--- config.mk ---
export PLATFORM = sky130hd
export DESIGN_NAME = lagged_fibonacci_rng_engine
export DESIGN_NICKNAME = d
export VERILOG_FILES = /design/src/rtl/lfg_pkg.sv /design/src/rtl/lagged_fibonacci_rng_engine.sv /design/src/rtl/lfg_ram.sv /design/src/rtl/lfg_core.sv /design/src/rtl/lfg_ctrl.sv
export SDC_FILE = /design/constraint.sdc
export NUM_CORES = 2
export LEC_CHECK = 0
export BUFFER_PORTS_ARGS = -buffer_cell sky130_fd_sc_hd__buf_2
export CAP_MARGIN = 10
export CORE_ASPECT_RATIO = 1.75
export CORE_MARGIN = 5
export CORE_UTILIZATION = 45
export CTS_BUF_LIST = sky130_fd_sc_hd__clkbuf_4
export DETAILED_ROUTE_END_ITERATION = 16
export PLACE_DENSITY = 0.63
export SYNTH_ARGS = -nofsm -noshare
export SYNTH_HDL_FRONTEND = slang
export SYNTH_HIERARCHICAL = 1
export SYNTH_SLANG_ARGS = --single-unit
--- constraint.sdc ---
create_clock -name clk -period 13.65 [get_ports clk]
set_input_delay 4.095 -clock clk [delete_from_list [all_inputs] [get_ports clk]]
set_output_delay 4.095 -clock clk [all_outputs]
set_load 0.01 [all_outputs]
--- src/rtl/lfg_pkg.sv ---
// ----------------------------------------------------------------------------
// lfg_pkg
// Shared constants, action codes and the request/response structs between the
// item controller and the lag-table core.
// ----------------------------------------------------------------------------
package lfg_pkg;

  // Lag table geometry
  localparam int STATE_SIZE = 55;
  localparam int ADDR_W     = $clog2(STATE_SIZE);
  localparam int WORD_W     = 30;
  localparam int DRAW_SHIFT = 6;
  localparam int DRAW_W     = WORD_W - DRAW_SHIFT;
  localparam int PARTNER_INIT = STATE_SIZE - STATE_SIZE / 2;

  // Item fields
  localparam int BOUND_W = 24;
  localparam int VALUE_W = 25;
  localparam int COUNT_W = 8;
  localparam int FACES_W = 16;
  localparam int MAX_DICE = 255;

  // Rejection retry cap per drawn value (range or dice)
  localparam int RETRY_CAP = 65536;
  localparam int TRY_W     = $clog2(RETRY_CAP + 1);

  typedef enum logic [1:0] {
    ACT_RANGE  = 2'd0,
    ACT_DICE   = 2'd1,
    ACT_RAW    = 2'd2,
    ACT_RESEED = 2'd3
  } action_t;

  // Controller to core
  typedef struct packed {
    logic              draw;
    logic              fill;
    logic [WORD_W-1:0] seed;
  } lfg_req_t;

  // Core to controller
  typedef struct packed {
    logic              idle;
    logic              done;
    logic [DRAW_W-1:0] value;
  } lfg_rsp_t;

endpackage

--- src/rtl/lagged_fibonacci_rng_engine.sv ---
// ----------------------------------------------------------------------------
// lagged_fibonacci_rng_engine
// Additive lagged-Fibonacci generator with range, dice, raw and reseed items.
// ----------------------------------------------------------------------------
// Usage:
//   Input items (in_valid/in_ready) carry an action and its operands; each
//   item gives exactly one result item on out_valid/out_ready.
//   The seed is written on cfg_valid/cfg_ready (always ready) and is used by
//   the next reseed item. Write it only while the block is idle.
//   Each table draw is a request, then two reads of the single-read-port
//   table RAM and a write-back.
//   Raw draw: the result follows a single table draw. Range and dice: the
//   result follows a prepare step and one table draw per try (rejected draws
//   retried, on average under 2 draws per value); special cases that draw
//   nothing give their result after the prepare step.
//   Reseed: the result is 0; the table is refilled from the seed, and no
//   item is accepted during the refill.
//   After reset the table is filled from seed 0 with in_ready low.
//   One item is worked on at a time; a finished result waits in the
//   output register while out_ready is low, and the next item is accepted
//   only once the previous result has reached that register.
// ----------------------------------------------------------------------------
module lagged_fibonacci_rng_engine
  import lfg_pkg::*;
(
  input  logic                      clk,
  input  logic                      rst_n,
  input  logic                      in_valid,
  output logic                      in_ready,
  input  logic [1:0]                in_action,
  input  logic signed [BOUND_W-1:0] in_range_low,
  input  logic signed [BOUND_W-1:0] in_range_high,
  input  logic [COUNT_W-1:0]        in_dice_count,
  input  logic [FACES_W-1:0]        in_die_faces,
  output logic                      out_valid,
  input  logic                      out_ready,
  output logic signed [VALUE_W-1:0] out_value,
  input  logic                      cfg_valid,
  output logic                      cfg_ready,
  input  logic [WORD_W-1:0]         cfg_seed
);

  logic [WORD_W-1:0] seed_r;
  lfg_req_t          req;
  lfg_rsp_t          rsp;

  // Seed register
  assign cfg_ready = 1'b1;

  always_ff @(posedge clk) begin
    if (!rst_n) begin
      seed_r <= '0;
    end else if (cfg_valid && cfg_ready) begin
      seed_r <= cfg_seed;
    end
  end

  lfg_ctrl u_ctrl (
    .clk           (clk),
    .rst_n         (rst_n),
    .in_valid      (in_valid),
    .in_ready      (in_ready),
    .in_action     (action_t'(in_action)),
    .in_range_low  (in_range_low),
    .in_range_high (in_range_high),
    .in_dice_count (in_dice_count),
    .in_die_faces  (in_die_faces),
    .out_valid     (out_valid),
    .out_ready     (out_ready),
    .out_value     (out_value),
    .seed          (seed_r),
    .req           (req),
    .rsp           (rsp)
  );

  lfg_core u_core (
    .clk   (clk),
    .rst_n (rst_n),
    .req   (req),
    .rsp   (rsp)
  );

endmodule

--- src/rtl/lfg_ram.sv ---
// ----------------------------------------------------------------------------
// lfg_ram
// Generic single-write, single-read RAM with a registered read port.
// ----------------------------------------------------------------------------
module lfg_ram #(
  parameter int WIDTH = 30,
  parameter int DEPTH = 55
) (
  input  logic                     clk,
  input  logic                     we,
  input  logic [$clog2(DEPTH)-1:0] waddr,
  input  logic [WIDTH-1:0]         wdata,
  input  logic [$clog2(DEPTH)-1:0] raddr,
  output logic [WIDTH-1:0]         rdata
);

  logic [WIDTH-1:0] mem [DEPTH];

  // Write port and registered read port
  always_ff @(posedge clk) begin
    if (we) begin
      mem[waddr] <= wdata;
    end
    rdata <= mem[raddr];
  end

endmodule

--- src/rtl/lfg_core.sv ---
// ----------------------------------------------------------------------------
// lfg_core
// Lag table, its two circulating pointers and the seed fill sequencer.
// A draw reads the write word, then the partner word, then writes the sum.
// ----------------------------------------------------------------------------
module lfg_core
  import lfg_pkg::*;
(
  input  logic     clk,
  input  logic     rst_n,
  input  lfg_req_t req,
  output lfg_rsp_t rsp
);

  typedef enum logic [2:0] {
    C_FILL,
    C_IDLE,
    C_RD_A,
    C_RD_B,
    C_SUM
  } core_state_t;

  localparam logic [ADDR_W-1:0] LAST_IDX = ADDR_W'(STATE_SIZE - 1);
  localparam logic [ADDR_W-1:0] PP_INIT  = ADDR_W'(PARTNER_INIT);

  core_state_t       state_r;
  logic [ADDR_W-1:0] wp_r;
  logic [ADDR_W-1:0] pp_r;
  logic [ADDR_W-1:0] fill_idx_r;
  logic [WORD_W-1:0] p1_r;
  logic [WORD_W-1:0] p2_r;
  logic [WORD_W-1:0] word_a_r;

  logic              we;
  logic [ADDR_W-1:0] waddr;
  logic [WORD_W-1:0] wdata;
  logic [ADDR_W-1:0] raddr;
  logic [WORD_W-1:0] rdata;
  logic [WORD_W-1:0] fill_word;
  logic [WORD_W-1:0] sum;

  function automatic logic [ADDR_W-1:0] advance(input logic [ADDR_W-1:0] p);
    return (p == LAST_IDX) ? '0 : p + 1'b1;
  endfunction

  lfg_ram #(
    .WIDTH (WORD_W),
    .DEPTH (STATE_SIZE)
  ) u_table (
    .clk   (clk),
    .we    (we),
    .waddr (waddr),
    .wdata (wdata),
    .raddr (raddr),
    .rdata (rdata)
  );

  // Fill recurrence: seed, one, then sum of the two previous words
  always_comb begin
    if (fill_idx_r == '0) begin
      fill_word = p1_r;
    end else if (fill_idx_r == ADDR_W'(1)) begin
      fill_word = WORD_W'(1);
    end else begin
      fill_word = p1_r + p2_r;
    end
  end

  assign sum = word_a_r + rdata;

  // Table port control
  always_comb begin
    we    = 1'b0;
    waddr = wp_r;
    wdata = sum;
    raddr = wp_r;
    case (state_r)
      C_FILL: begin
        we    = 1'b1;
        waddr = fill_idx_r;
        wdata = fill_word;
      end
      C_RD_B: begin
        raddr = pp_r;
      end
      C_SUM: begin
        we = 1'b1;
      end
      default: begin
      end
    endcase
  end

  assign rsp.idle  = (state_r == C_IDLE);
  assign rsp.done  = (state_r == C_SUM);
  assign rsp.value = sum[WORD_W-1:DRAW_SHIFT];

  // Sequencer, pointers and fill history
  always_ff @(posedge clk) begin
    if (!rst_n) begin
      state_r    <= C_FILL;
      fill_idx_r <= '0;
      p1_r       <= '0;
      p2_r       <= '0;
      wp_r       <= '0;
      pp_r       <= PP_INIT;
    end else begin
      case (state_r)
        C_FILL: begin
          if (fill_idx_r != '0) begin
            p2_r <= p1_r;
            p1_r <= fill_word;
          end
          if (fill_idx_r == LAST_IDX) begin
            wp_r    <= '0;
            pp_r    <= PP_INIT;
            state_r <= C_IDLE;
          end else begin
            fill_idx_r <= fill_idx_r + 1'b1;
          end
        end
        C_IDLE: begin
          if (req.fill) begin
            fill_idx_r <= '0;
            p1_r       <= req.seed;
            state_r    <= C_FILL;
          end else if (req.draw) begin
            state_r <= C_RD_A;
          end
        end
        C_RD_A: begin
          state_r <= C_RD_B;
        end
        C_RD_B: begin
          word_a_r <= rdata;
          state_r  <= C_SUM;
        end
        C_SUM: begin
          wp_r    <= advance(wp_r);
          pp_r    <= advance(pp_r);
          state_r <= C_IDLE;
        end
        default: begin
          state_r <= C_IDLE;
        end
      endcase
    end
  end

endmodule

--- src/rtl/lfg_ctrl.sv ---
// ----------------------------------------------------------------------------
// lfg_ctrl
// Item controller: decodes the action, runs the masked rejection loop and the
// dice loop on top of core draws, and holds the output register.
// ----------------------------------------------------------------------------
module lfg_ctrl
  import lfg_pkg::*;
(
  input  logic                      clk,
  input  logic                      rst_n,
  input  logic                      in_valid,
  output logic                      in_ready,
  input  action_t                   in_action,
  input  logic signed [BOUND_W-1:0] in_range_low,
  input  logic signed [BOUND_W-1:0] in_range_high,
  input  logic [COUNT_W-1:0]        in_dice_count,
  input  logic [FACES_W-1:0]        in_die_faces,
  output logic                      out_valid,
  input  logic                      out_ready,
  output logic signed [VALUE_W-1:0] out_value,
  input  logic [WORD_W-1:0]         seed,
  output lfg_req_t                  req,
  input  lfg_rsp_t                  rsp
);

  typedef enum logic [2:0] {
    S_IDLE,
    S_PREP,
    S_REQ,
    S_WAIT,
    S_DONE
  } ctrl_state_t;

  localparam int SPAN_W = BOUND_W + 2;

  ctrl_state_t               state_r;
  action_t                   action_r;
  logic signed [BOUND_W-1:0] lo_r;
  logic signed [BOUND_W-1:0] hi_r;
  logic [COUNT_W-1:0]        count_r;
  logic [FACES_W-1:0]        faces_r;
  logic [VALUE_W-1:0]        span_r;
  logic [DRAW_W-1:0]         mask_r;
  logic signed [VALUE_W-1:0] base_r;
  logic [TRY_W-1:0]          tries_r;
  logic [COUNT_W-1:0]        left_r;
  logic signed [VALUE_W-1:0] acc_r;
  logic signed [VALUE_W-1:0] res_r;
  logic                      out_valid_r;
  logic signed [VALUE_W-1:0] out_value_r;

  logic                      accept;
  logic [COUNT_W-1:0]        count_sat;
  logic signed [SPAN_W-1:0]  range_span;
  logic [SPAN_W-1:0]         prep_span;
  logic [SPAN_W-1:0]         prep_span_m1;
  logic [DRAW_W-1:0]         r;
  logic                      hit;
  logic                      draw_over;
  logic signed [VALUE_W-1:0] pick;
  logic signed [VALUE_W-1:0] acc_nxt;

  // Fold every set bit down to give the all-ones mask covering x
  function automatic logic [DRAW_W-1:0] smear(input logic [DRAW_W-1:0] x);
    logic [DRAW_W-1:0] y;
    y = x;
    y = y | (y >> 1);
    y = y | (y >> 2);
    y = y | (y >> 4);
    y = y | (y >> 8);
    y = y | (y >> 16);
    return y;
  endfunction

  assign accept   = in_valid && in_ready;
  assign in_ready = (state_r == S_IDLE) && rsp.idle;

  assign req.draw = (state_r == S_REQ) && rsp.idle;
  assign req.fill = accept && (in_action == ACT_RESEED);
  assign req.seed = seed;

  assign out_valid = out_valid_r;
  assign out_value = out_value_r;

  assign count_sat = (count_r > COUNT_W'(MAX_DICE)) ? COUNT_W'(MAX_DICE) : count_r;

  // Span of the request: range bounds or dice faces
  assign range_span = SPAN_W'(hi_r) - SPAN_W'(lo_r) + SPAN_W'(1);
  assign prep_span  = (action_r == ACT_DICE) ? SPAN_W'(faces_r) : range_span;
  assign prep_span_m1 = prep_span - SPAN_W'(1);

  // Judge a finished draw against the span
  assign r         = rsp.value & mask_r;
  assign hit       = {1'b0, r} < span_r;
  assign draw_over = hit || (tries_r == TRY_W'(RETRY_CAP));
  assign pick      = hit ? (base_r + VALUE_W'(r)) : base_r;
  assign acc_nxt   = acc_r + pick;

  // Item sequencer and output register
  always_ff @(posedge clk) begin
    if (!rst_n) begin
      state_r     <= S_IDLE;
      out_valid_r <= 1'b0;
    end else begin
      // drop a taken item unless a new one is loaded in its place
      if (out_valid_r && out_ready && state_r != S_DONE) begin
        out_valid_r <= 1'b0;
      end
      case (state_r)
        S_IDLE: begin
          if (accept) begin
            action_r <= in_action;
            lo_r     <= in_range_low;
            hi_r     <= in_range_high;
            count_r  <= in_dice_count;
            faces_r  <= in_die_faces;
            if (in_action == ACT_RESEED) begin
              res_r   <= '0;
              state_r <= S_DONE;
            end else if (in_action == ACT_RAW) begin
              state_r <= S_REQ;
            end else begin
              state_r <= S_PREP;
            end
          end
        end
        S_PREP: begin
          span_r  <= prep_span[VALUE_W-1:0];
          mask_r  <= smear(prep_span_m1[DRAW_W-1:0]);
          tries_r <= '0;
          acc_r   <= '0;
          left_r  <= count_sat;
          if (action_r == ACT_DICE) begin
            base_r <= VALUE_W'(1);
            if (faces_r == '0 || count_sat == '0) begin
              res_r   <= '0;
              state_r <= S_DONE;
            end else if (faces_r == FACES_W'(1)) begin
              res_r   <= VALUE_W'(count_sat);
              state_r <= S_DONE;
            end else begin
              state_r <= S_REQ;
            end
          end else begin
            base_r <= VALUE_W'(lo_r);
            if (lo_r == '0 && hi_r == '0) begin
              res_r   <= '0;
              state_r <= S_DONE;
            end else if (range_span <= SPAN_W'(1)) begin
              res_r   <= VALUE_W'(lo_r);
              state_r <= S_DONE;
            end else begin
              state_r <= S_REQ;
            end
          end
        end
        S_REQ: begin
          if (rsp.idle) begin
            state_r <= S_WAIT;
          end
        end
        S_WAIT: begin
          if (rsp.done) begin
            if (action_r == ACT_RAW) begin
              res_r   <= VALUE_W'(rsp.value);
              state_r <= S_DONE;
            end else if (!draw_over) begin
              tries_r <= tries_r + 1'b1;
              state_r <= S_REQ;
            end else if (action_r == ACT_RANGE) begin
              res_r   <= pick;
              state_r <= S_DONE;
            end else if (left_r == COUNT_W'(1)) begin
              res_r   <= acc_nxt;
              state_r <= S_DONE;
            end else begin
              acc_r   <= acc_nxt;
              left_r  <= left_r - 1'b1;
              tries_r <= '0;
              state_r <= S_REQ;
            end
          end
        end
        S_DONE: begin
          if (!out_valid_r || out_ready) begin
            out_valid_r <= 1'b1;
            out_value_r <= res_r;
            state_r     <= S_IDLE;
          end
        end
        default: begin
          state_r <= S_IDLE;
        end
      endcase
    end
  end

endmodule
Word level (Yosys, flattened, before mapping)

Memories as Yosys holds them, arrays and structs flattened. A register that Yosys moved wholly into a read port is not among the register bits.
Cells that the tools add are included.

Memories kept: 1
Bits in writable memories: 1650
Register bits after elaboration: 392
Word-level logic and storage cells: 200
Input bits: 109
Output and inout bits: 28

Memories:

| name               | words | width | read ports | clocked after Yosys merged registers in | write ports | line          | source |
|---|---|---|---|---|---|---|---|
| u_core.u_table.mem | 55    | 30    | 1          | 1                                       | 1           | lfg_ram.sv:17 | `logic [WIDTH-1:0] mem [DEPTH];` |

Equal/unequal tests: 40
Order comparisons: 3
Bitwise gates (word level): 6
Add/subtract/negate cells: 12
Multiplexer cells: 77
Reduce and logical (&&, ||, !) cells: 38

Operators with widths:

| kind                                                  | count |
|---|---|
| 2-to-1 mux 25 bit                                     | 19 |
| 2-to-1 mux 30 bit                                     | 5 |
| 2-to-1 mux 17 bit                                     | 5 |
| one-hot mux 25 bit (3 select lines)                   | 1 |
| adder 30 bit                                          | 2 |
| one-hot mux 30 bit (2 select lines)                   | 1 |
| 2-to-1 mux 3 bit                                      | 17 |
| one-hot mux 25 bit (2 select lines)                   | 1 |
| logical NOT 24 bit                                    | 2 |
| 2-to-1 mux 6 bit                                      | 8 |
| 2-to-1 mux 8 bit                                      | 6 |
| one-hot mux 6 bit (2 select lines)                    | 3 |
| one-hot mux 17 bit (2 select lines)                   | 1 |
| adder 25 x 2 -> 26 bit (second input constant)        | 1 |
| <= comparator 26 x 2 -> 1 bit (second input constant) | 1 |
| adder 25 x 24 -> 25 bit                               | 1 |
| adder 25 bit                                          | 1 |
| less-than comparator 24 x 25 -> 1 bit                 | 1 |
| subtractor 24 x 24 -> 25 bit                          | 1 |
| bitwise AND 24 bit                                    | 1 |
| OR 24 x 16 -> 24 bit                                  | 1 |
| OR 24 x 20 -> 24 bit                                  | 1 |
| OR 24 x 22 -> 24 bit                                  | 1 |
| OR 24 x 23 -> 24 bit                                  | 1 |
| 45 further kinds                                      | 94 |

Depth between registers and ports, before layout

Word-level depth: 11
Gate-level depth with buffers: 35
Gate-level depth less buffers: 33

By module

The synthesis kept the hierarchy.

Modules (own cells, without submodules):

| module                      | area an instance (um^2) | cells each | times used |
|---|---|---|---|
| lfg_ram                     | 63978.9                 | 2880       | 1 |
| lfg_ctrl                    | 16144.2                 | 1567       | 1 |
| lfg_core                    | 8054.0                  | 991        | 1 |
| lagged_fibonacci_rng_engine | 1182.4                  | 99         | 1 |

Worst setup path before layout

OpenSTA, ideal clock, no wires.

Path type: input -> register
Start point: in rst_n
End point: reg u_ctrl.acc_r[0], enable pin
Path slack: 3.692 ns
Setup time: 0.602 ns
Cell stages on the path: 2
Buffers on the path: 0
Data arrival time: 9.357 ns
Data required time: 13.048 ns
Path through: nand2_1 -> a2111oi_0

Cells in the longest elaborated chain, start to end: 1

Ends and longest elaborated chain:

| what                                 | line                              | source |
|---|---|---|
| start: declaration                   | lagged_fibonacci_rng_engine.sv:27 | `input logic rst_n,` |
| AND reduction 7 bit (no source line) | n/a                               |  |
| end signal: assignment               | lfg_ctrl.sv:177                   | `acc_r <= acc_nxt;` |
| end: declaration                     | lfg_ctrl.sv:47                    | `logic signed [VALUE_W-1:0] acc_r;` |

Every way passes these cells.
A chain may end at the register's enable or synchronous reset.

==> reports/summary.md <==
- **flip-flop and latch area** 60800 um2
- **Max Fclk** 0.109 GHz
- **Async S/R FF share, synth** 0%
- **main flop type after synthesis** sky130_fd_sc_hd__edfxtp_1
- **Post-Layout Inst Area** 99300 um2
- **cell family contributing the most delay on the critical path** compound AO/OA/AOI/OAI gates
- **Power Dens Cells** 128 nW/um2
- **vias in the first global route** 55019
- **Post-Place Cell Area** 93500 um2
- **Critical-path top delay cell** sky130_fd_sc_hd__o41ai_1
- **final total power** 12.7 mW
- **I/O pin total** 137
- **cell count after synthesis** 5537
- **instance count along the most critical hold path** 0
- **worst clock skew** 122 ps
- **clock tree root driver cell** sky130_fd_sc_hd__clkbuf_4
- **maximum clock insertion buffer count** 4
- **outcome** completed
- **Detail Route Antenna Nets** 0
- **part of the Yosys area used for sequential elements** 68.0%
- **number of failing hold endpoints at the final stage** 0
- **number of buffers inserted by post-CTS setup repair** 0
- **IO buf count** 135
- **kind of path behind the tightest hold check** reg -> reg
- **post-cts repair resize count** 0
- **worst skew pair latency** 1270 ps
- **biggest cell delay along the critical path** 590 ps
- **Core ar.** 198000 um2
- **HPWL Detailed** 168 mm
- **measured slew at the worst slew-check pin** 1390 ps
- **Fill cells** 16672
- **Post-Route Hold Slack** 410 ps
- **total negative slack** 0 ps
- **# nets final** 6280
- **CP startpoint kind** flip-flop
- **number of synthesized register bits** 2072
- **CP Class** reg -> reg
- **top library cells by usage in the layout, fill and taps aside** sky130_fd_sc_hd__edfxtp_1 (1927), sky130_fd_sc_hd__clkbuf_4 (650), sky130_fd_sc_hd__mux4_2 (328)
- **total clock sinks** 2072
- **global-route congestion overflow total** 0
- **post-synth net total** 5833
- **Synth Warn #** 6
- **leakage power of the design** 31.8 nW
- **num rows** 216
- **CTS HTree Levels** 5
- **drt via density** 5.95
- **RSZ-0062 raised after global routing** no
- **arrival time of the worst setup path** 10110 ps
- **clock slew at the register clock pins of the worst setup and hold paths** 90 ps
- **mean cell area of the mapped netlist** 16.1 um2
- **Buf+Inv Stages, Crit Path** 1
- **non-filler cells, final** 8957
- **starting density of the core** 45.2%
- **count of final setup violators** 0
- **Max Cap Viol** 0
- **worst supply voltage drop on vdd** 0.0779 mV
- **# hold bufs at CTS** 0
- **wirelength, routed** 259 mm
- **total iterations of the first detailed-routing run** 6
- **Post-synth EDFFs** 1927
- **area growth from synthesis to final layout** 11.2%
- **Total GRT Usage** 24.5%
- **global-route wire length before repair** 373 mm
- **x dimension of the die** 347 um
- **die area** 208000 um2
- **minimum clock period** 9170 ps
- **share of the clock period used by the worst path after layout** 67.2%
- **commonest non-fill, non-tap cell in the layout** sky130_fd_sc_hd__edfxtp_1
- **initial antenna violation count** 10
- **drt drc** 0
- **max-slew violation total from the final report** 0
- **multi-input logic area** 27200 um2
- **clock tree from TritonCTS** done
- **CP endpoint kind** flip-flop
- **logic depth of the worst register-to-register path** 30
- **Critical Path RT** 14590 ps
- **Cell variety after synth** 109
- **count of placed standard cells including taps** 8143
- **GPL Wtd Cong** 0.928
- **relative slew slack** 7.10%
- **proportion of layout cells with a drive suffix above 1** 24.0%
- **overall via count from detail_route** 53270
- **worst-path fanout max** 9
- **Num CTS Buffers** 455
- **routed length per placed instance** 28.9 um
- **post-synthesis instance area** 89400 um2
- **logic depth of the worst setup path including buffers** 30
- **die span in y** 600 um
- **initial DRC count** 4533
- **pin count of the biggest net entering global routing** 104
[final timing paths]
path	from	to	slack, ps
max	u_core/word_a_r[0]	u_ctrl/res_r[21]	4480
max reg2reg	u_core/word_a_r[0]	u_ctrl/res_r[21]	4480
min	u_ctrl/res_r[6]	u_ctrl/out_value[6]	410
min reg2reg	u_ctrl/res_r[6]	u_ctrl/out_value[6]	410
[cell type report]
cell class              instances  share of cell area, %
repair buffers                283                   1.84
inverters                     116                  0.438
well taps                    2616                   3.29
diodes                          9                 0.0227
clock buffers                 650                   4.91
flip-flops and latches       2072                   61.2
clock inverters               155                  0.977
multi-input cells            3056                   27.3
[Yosys cell counts (15+ instances only)]
master / n / share of area, %
sky130_fd_sc_hd__o21ai_0: 187 / 1.0
sky130_fd_sc_hd__o221ai_1: 17 / 0.17
sky130_fd_sc_hd__nand2b_1: 25 / 0.18
sky130_fd_sc_hd__a211oi_1: 52 / 0.44
sky130_fd_sc_hd__a2111oi_1: 16 / 0.18
sky130_fd_sc_hd__nor2b_1: 79 / 0.55
sky130_fd_sc_hd__a22oi_1: 50 / 0.42
sky130_fd_sc_hd__o21a_1: 20 / 0.17
sky130_fd_sc_hd__and2_1: 53 / 0.37
sky130_fd_sc_hd__buf_6: 34 / 0.43
sky130_fd_sc_hd__a21oi_1: 189 / 1.1
sky130_fd_sc_hd__xor2_1: 75 / 0.74
sky130_fd_sc_hd__a31oi_1: 26 / 0.18
sky130_fd_sc_hd__nor2_1: 299 / 1.3
sky130_fd_sc_hd__a22o_1: 16 / 0.16
sky130_fd_sc_hd__mux4_1: 15 / 0.44
sky130_fd_sc_hd__mux4_2: 328 / 8.3
sky130_fd_sc_hd__nand4_1: 33 / 0.23
sky130_fd_sc_hd__buf_2: 58 / 0.32
sky130_fd_sc_hd__nor3_1: 51 / 0.29
sky130_fd_sc_hd__inv_1: 113 / 0.47
sky130_fd_sc_hd__a21boi_0: 36 / 0.30
sky130_fd_sc_hd__edfxtp_1: 1927 / 65
sky130_fd_sc_hd__ha_1: 182 / 2.5
sky130_fd_sc_hd__o21bai_1: 15 / 0.13
sky130_fd_sc_hd__o22ai_1: 116 / 0.81
sky130_fd_sc_hd__buf_1: 18 / 0.076
sky130_fd_sc_hd__mux2i_1: 215 / 2.4
sky130_fd_sc_hd__or3_1: 23 / 0.16
sky130_fd_sc_hd__buf_4: 55 / 0.46
sky130_fd_sc_hd__dfxtp_1: 145 / 3.2
sky130_fd_sc_hd__mux2_2: 45 / 0.57
sky130_fd_sc_hd__a31o_1: 18 / 0.18
sky130_fd_sc_hd__nand2_1: 320 / 1.3
sky130_fd_sc_hd__clkbuf_1: 119 / 0.50
sky130_fd_sc_hd__and3_1: 33 / 0.23
sky130_fd_sc_hd__o211ai_1: 32 / 0.27
sky130_fd_sc_hd__xnor2_1: 72 / 0.71
sky130_fd_sc_hd__a21o_1: 82 / 0.69
sky130_fd_sc_hd__o21ai_1: 19 / 0.11
sky130_fd_sc_hd__nand3_1: 75 / 0.42
sky130_fd_sc_hd__nor4_1: 26 / 0.18
[per-layer routing]
layer	track usage (%)	share of wire (%)	routed length, um	up-vias
met4	17.5	8.4	21800	4
li1	-	-	-	23210
met5	0	0.010	27	-
met2	43.7	52	134000	2216
met3	3.68	5.8	15100	625
met1	26.6	34	88400	27215
[flip-flops by register name, summed over array words and instances (netlist names), 24 cells and up]
name                  count
seed_r                   30
u_core/p1_r              30
u_core/p2_r              30
u_core/u_table/mem     1650
u_core/u_table/rdata     30
u_core/word_a_r          30
u_ctrl/acc_r             25
u_ctrl/base_r            24
u_ctrl/hi_r              24
u_ctrl/lo_r              24
u_ctrl/mask_r            24
u_ctrl/out_value         25
u_ctrl/res_r             25
u_ctrl/span_r            25
[where the power goes]
part	internal [mW]	switching, mW
Clock	2.42	2.38
Sequential	6.95	0.0433
Combinational	0.341	0.599
[metrics by stage]
stage	utilization (%)	setup slack (ps)
2_1_floorplan	-	3690
3_3_place_gp	47.2	4780
3_5_place_dp	47.2	4730
4_1_cts	50.2	4720
5_1_grt	50.2	4220
6_report	50.2	4480
[kinds of logic after synthesis]
group                      after synthesis  synth area share (%)
xor gates and xnor gates               148                  1.47
DFF                                   2072                  68.0
buffers and inverters                  409                  2.46
and+or+nand+nor                       1079                  5.77
AOI/OAI and AO/OA                     1035                  7.91
muxes                                  604                  11.7
adders and majority gates              189                  2.68
other                                    1               0.00420
(Power assumes the default switching activity.)
